$ cat src/sv/soi_pkg.sv
// ----------------------------------------------------------------------------
// soi_pkg
// shared constants and types of the segment orientation / intersection block
// ----------------------------------------------------------------------------
package soi_pkg;

    localparam int COORD_WIDTH_DEF = 32;
    localparam int CFG_IDX_W       = 2;
    localparam int CFG_DATA_W      = 32;
    localparam int MARGIN_W        = 16;
    localparam int FUNC_W          = 2;
    localparam int OUT_W           = 8;

    // register indexes
    localparam logic [CFG_IDX_W-1:0] REG_ORIENT_TOL = 2'd0;
    localparam logic [CFG_IDX_W-1:0] REG_COLL_TOL   = 2'd1;
    localparam logic [CFG_IDX_W-1:0] REG_EXT_MARGIN = 2'd2;
    localparam logic [CFG_IDX_W-1:0] REG_TCH_MARGIN = 2'd3;

    localparam logic [CFG_DATA_W-1:0] ORIENT_TOL_RST = 32'd0;
    localparam logic [CFG_DATA_W-1:0] COLL_TOL_RST   = 32'd1000;
    localparam logic [MARGIN_W-1:0]   EXT_MARGIN_RST = 16'd0;
    localparam logic [MARGIN_W-1:0]   TCH_MARGIN_RST = 16'd0;

    // function codes
    localparam logic [FUNC_W-1:0] FUNC_ORIENT    = 2'd0;
    localparam logic [FUNC_W-1:0] FUNC_ON_SEG    = 2'd1;
    localparam logic [FUNC_W-1:0] FUNC_INTERSECT = 2'd2;
    localparam logic [FUNC_W-1:0] FUNC_CROSS     = 2'd3;

    // orientation codes, two bit signed
    localparam logic [1:0] SIDE_ZERO  = 2'b00;
    localparam logic [1:0] SIDE_LEFT  = 2'b01;
    localparam logic [1:0] SIDE_RIGHT = 2'b11;

    typedef struct packed {
        logic s1_en;
        logic s2_en;
        logic s3_en;
        logic s4_en;
    } pipe_ctl_t;

endpackage

$ cat src/sv/soi_box.sv
// ----------------------------------------------------------------------------
// soi_box
// widened bounding box test of one point against one segment, four stages
// ----------------------------------------------------------------------------
module soi_box import soi_pkg::*; #(
    parameter int CW = COORD_WIDTH_DEF
) (
    input  logic                  aclk,
    input  pipe_ctl_t             ctl,
    input  logic signed [CW-1:0]  pa_lon,
    input  logic signed [CW-2:0]  pa_lat,
    input  logic signed [CW-1:0]  pb_lon,
    input  logic signed [CW-2:0]  pb_lat,
    input  logic signed [CW-1:0]  pp_lon,
    input  logic signed [CW-2:0]  pp_lat,
    input  logic [MARGIN_W-1:0]   margin,
    output logic                  hit
);
    localparam int BW = CW + 2;

    logic signed [BW-1:0] a_lon_x, b_lon_x, a_lat_x, b_lat_x, m_x;
    logic signed [BW-1:0] lo_lon_next, hi_lon_next, lo_lat_next, hi_lat_next;
    logic signed [BW-1:0] lo_lon_reg, hi_lon_reg, lo_lat_reg, hi_lat_reg;
    logic signed [CW-1:0] pp_lon_reg;
    logic signed [CW-2:0] pp_lat_reg;
    logic signed [BW-1:0] p_lon_x, p_lat_x;
    logic                 hit2_reg, hit3_reg, hit4_reg, hit_next;

    assign a_lon_x = $signed({{2{pa_lon[CW-1]}}, pa_lon});
    assign b_lon_x = $signed({{2{pb_lon[CW-1]}}, pb_lon});
    assign a_lat_x = $signed({{3{pa_lat[CW-2]}}, pa_lat});
    assign b_lat_x = $signed({{3{pb_lat[CW-2]}}, pb_lat});
    assign m_x     = $signed({{(BW-MARGIN_W){1'b0}}, margin});

    always_comb begin
        if (a_lon_x < b_lon_x) begin
            lo_lon_next = a_lon_x - m_x;
            hi_lon_next = b_lon_x + m_x;
        end else begin
            lo_lon_next = b_lon_x - m_x;
            hi_lon_next = a_lon_x + m_x;
        end
        if (a_lat_x < b_lat_x) begin
            lo_lat_next = a_lat_x - m_x;
            hi_lat_next = b_lat_x + m_x;
        end else begin
            lo_lat_next = b_lat_x - m_x;
            hi_lat_next = a_lat_x + m_x;
        end
    end

    assign p_lon_x  = $signed({{2{pp_lon_reg[CW-1]}}, pp_lon_reg});
    assign p_lat_x  = $signed({{3{pp_lat_reg[CW-2]}}, pp_lat_reg});
    assign hit_next = (lo_lon_reg <= p_lon_x) && (p_lon_x <= hi_lon_reg) &&
                      (lo_lat_reg <= p_lat_x) && (p_lat_x <= hi_lat_reg);

    always_ff @(posedge aclk) begin
        if (ctl.s1_en) begin
            lo_lon_reg <= lo_lon_next;
            hi_lon_reg <= hi_lon_next;
            lo_lat_reg <= lo_lat_next;
            hi_lat_reg <= hi_lat_next;
            pp_lon_reg <= pp_lon;
            pp_lat_reg <= pp_lat;
        end
        if (ctl.s2_en) begin
            hit2_reg <= hit_next;
        end
        if (ctl.s3_en) begin
            hit3_reg <= hit2_reg;
        end
        if (ctl.s4_en) begin
            hit4_reg <= hit3_reg;
        end
    end

    assign hit = hit4_reg;

endmodule

$ cat config.mk
export PLATFORM = sky130hd
export DESIGN_NAME = soi_box
export DESIGN_NICKNAME = d
export VERILOG_FILES = /design/src/sv/soi_pkg.sv /design/src/sv/soi_box.sv
export SDC_FILE = /design/constraint.sdc
export NUM_CORES = 1
export LEC_CHECK = 0
export ABC_CLOCK_PERIOD_IN_PS = 10200
export BUFFER_PORTS_ARGS = -buffer_cell sky130_fd_sc_hd__buf_2
export CAP_MARGIN = 0
export CORE_ASPECT_RATIO = 2
export CORE_MARGIN = 2
export CORE_UTILIZATION = 30
export CTS_CLUSTER_SIZE = 25
export DETAILED_ROUTE_END_ITERATION = 12
export PLACE_DENSITY = 0.44
export SYNTH_ARGS = -nofsm -noshare
export SYNTH_HDL_FRONTEND = slang
export SYNTH_SLANG_ARGS = --single-unit
$ cat constraint.sdc
create_clock -name aclk -period 10.2 [get_ports aclk]
set_clock_uncertainty 0.1 [all_clocks]
set_input_delay 3.06 -clock aclk [delete_from_list [all_inputs] [get_ports aclk]]
set_output_delay 3.06 -clock aclk [all_outputs]
set_load 0.05 [all_outputs]
==> results_dict.tcl <==
set metrics [dict create \
    finalCriticalPeriod_ns 8.74 \
    number_of_resized_instances_in_the_post_cts_repair_step 0 \
    cts.htree.levels 4 \
    multiInputGateArea_sq_um 10300 \
    cts_post_setup_buffers_inserted 0 \
    dominantRegCellSynth "sky130_fd_sc_hd__edfxtp_1" \
    ir_worst_vdd_mv 0.134 \
    max_slew_violations 0 \
    synth_area_per_cell_sq_um 9.27 \
    setup_total_negative_slack_ns 0 \
    synth_edf_count 196 \
    buffer_ports.inserted 210 \
    numCtsBuffers 17 \
    gp_congestion 0.923 \
    p_total_w 0.00300 \
    final_layout_size_suffix_gt1_frac 0.148 \
    status "complete, no violations" \
    track_usage 0.200 \
    drc 0 \
    finalWirelength_mm 59.3 \
    clockRootBuffer "sky130_fd_sc_hd__clkbuf_16" \
    synthesis.yosys.warnings 0 \
    first_global_vias 15261 \
    cts_buffer_depth 2 \
    drt.antenna.violating_nets 0 \
    yosys_register_bits 196 \
    flow.area_growth_from_synthesis_pct 14.7 \
    post-synth-top-count-cell "sky130_fd_sc_hd__ha_1" \
    first_pass_grt_wire_length_mm 88.1 \
    initialDrtViolationCount 797 \
    final_cells 2838 \
    io_pins 211 \
    hp-class "flop to flop" \
    number_of_max_capacitance_violations_reported 0 \
    worst-path-buf-inv 2 \
    power_density_nw_per_um2 151 \
    clock-sinks 196 \
    dpl.hpwl_mm 49.9 \
    dr.pass1.iters 5 \
    cell_area_synth_sq_um 17200 \
    via_count 14299 \
    grt_max_degree 93 \
    die_w_microns 174 \
    grt_setup_unrepaired "no" \
    antenna_found_initial 13 \
    critical_path_arrival_ns 8.85 \
    ys_seq_area_frac 0.341 \
    report.final.hold_viol_count 0 \
    worst_setup_path_start_kind "input pin" \
    routed_wire_length_per_instance_microns 20.9 \
    cts_tree "built" \
    worst_path_largest_cell_delay_ns 0.73 \
    numPlacedInstances 2801 \
    placed_area_sq_um 19200 \
    slew_at_the_pin_closest_to_its_max_slew_limit_ns 0.955 \
    num-nets-final 2533 \
    synthesis.nets 2329 \
    floorplan.die.height_microns 343 \
    synth_top_cell_area_share 0.341 \
    worstSkewPairLatency_ns 0.50 \
    finalSetupViolCount 0 \
    critPathTopFamily "compound AO/OA/AOI/OAI gates" \
    crit_path_max_fanout 21 \
    seqCellArea_sq_um 5890 \
    worst-endpoint-required_ns 10.32 \
    grt_overflow_total 0 \
    largest_cells_by_area_after_synthesis "sky130_fd_sc_hd__edfxtp_1 (34%), sky130_fd_sc_hd__ha_1 (18%), sky130_fd_sc_hd__inv_1 (5.2%)" \
    die_area_sq_um 59500 \
    worst-setup-path-type "input pin to flop" \
    start_util 0.303 \
    power_leakage_nw 9.03 \
    worst_slew_margin_rel 0.358 \
    ys_async_sr_fraction 0 \
    cells_after_synth 1860 \
    fp-row-count 124 \
    crit_path_cell_trace "buf_2 > clkinv_1 > ha_1 > a21oi_1 > o21ai_1 > a221oi_2 > o22ai_2 > a221oi_4 > mux2_2 > ha_1 > a211oi_1 > o21ai_1 > a41oi_1 > nor2_1 > a311o_1 > a21oi_1 > nor2_1 > and3_1 > xnor2_1 > mux2i_1" \
    cts.reportedPaths.clkPinSlew_ns 0.08 \
    cts.hold.buffers_added 0 \
    detail_route.vias_per_cell 5.04 \
    post_synth_most_frequent_cells "sky130_fd_sc_hd__ha_1 (255), sky130_fd_sc_hd__inv_1 (237), sky130_fd_sc_hd__edfxtp_1 (196)" \
    setup.worst_path.end_class "flop" \
    timing.critical_path.slowest_stage_cell "sky130_fd_sc_hd__a221oi_4" \
    post_synth_num_cell_types 80 \
    clock.fmax_ghz 0.114 \
    yosys.area.top_type "sky130_fd_sc_hd__edfxtp_1" \
    core_region_area_sq_um 56900 \
    part_of_the_cycle_the_worst_path_needs 0.857 \
    final.fill_count 6012 \
    stdcell_area_sq_um 19800 \
]
[routing by layer]
layer,track usage,routed length [microns],vias up
li1,-,-,7108
met1,0.184,20000,6736
met2,0.413,34100,342
met3,0.0337,2430,97
met4,0.101,2740,16
met5,0,93,-
[cell usage in the layout (no fill, tap or decap), types with 39 or more instances in the layout]
cell and instances:
sky130_fd_sc_hd__edfxtp_1 196, sky130_fd_sc_hd__o21ai_0 109, sky130_fd_sc_hd__mux2i_1 39, sky130_fd_sc_hd__buf_2 209, sky130_fd_sc_hd__a21o_1 66, sky130_fd_sc_hd__nor2_1 125
sky130_fd_sc_hd__a21oi_1 139, sky130_fd_sc_hd__xnor2_1 83, sky130_fd_sc_hd__nand2_1 137, sky130_fd_sc_hd__xor2_1 48, sky130_fd_sc_hd__ha_1 255, sky130_fd_sc_hd__nand4_1 45
sky130_fd_sc_hd__inv_1 237, sky130_fd_sc_hd__nand3_1 42
[power by group]
part | internal [W] | switching [W] | leakage [nW]
combinational | 0.000460 | 0.000685 | 6.81
clock | 0.000355 | 0.000382 | 0.299
sequential | 0.00106 | 0.0000540 | 1.92
[final timing paths]
check,start,endpoint,slack [ns],cells past startpoint
hold / removal,hit3_reg$_DFFE_PP_,hit$_DFFE_PP_,0.33,0
hold reg to reg,hit3_reg$_DFFE_PP_,hit$_DFFE_PP_,0.33,0
setup reg to reg,pp_lon_reg[3]$_DFFE_PP_,hit2_reg$_DFFE_PP_,5.88,11
setup / recovery,pb_lon[19],hi_lon_reg[21]$_DFFE_PP_,1.46,20
[logic make-up after synthesis]
logic type / after synthesis / synth area share
buffers and inverters: 277 / 0.0625
AO/OA/AOI/OAI: 445 / 0.165
multiplexers: 62 / 0.0376
adder cells (fa/ha/maj): 259 / 0.190
XOR/XNOR: 131 / 0.0665
AND/OR/NAND/NOR: 490 / 0.137
flip-flops: 196 / 0.341
[cell type report]
cell class / instances / share of cell area
multi-input combinational: 1387 / 0.520
sequential: 196 / 0.297
timing repair buffer: 224 / 0.0589
tap: 756 / 0.0478
inverter: 238 / 0.0451
clock buffer: 17 / 0.0215
clock inverter: 15 / 0.00910
antenna: 5 / 0.000632
[stage by stage]
step / utilization / setup WS [ns] / hold slack, ns
5_1_grt: 0.348 / 1.02 / 0.333
3_3_place_gp: 0.337 / 0.988 / 0.301
6_report: 0.348 / 1.46 / 0.328
4_1_cts: 0.347 / 1.41 / 0.326
2_1_floorplan: - / 1.95 / 0.300
3_5_place_dp: 0.337 / 0.865 / 0.307
(Power assumes the default switching activity.)
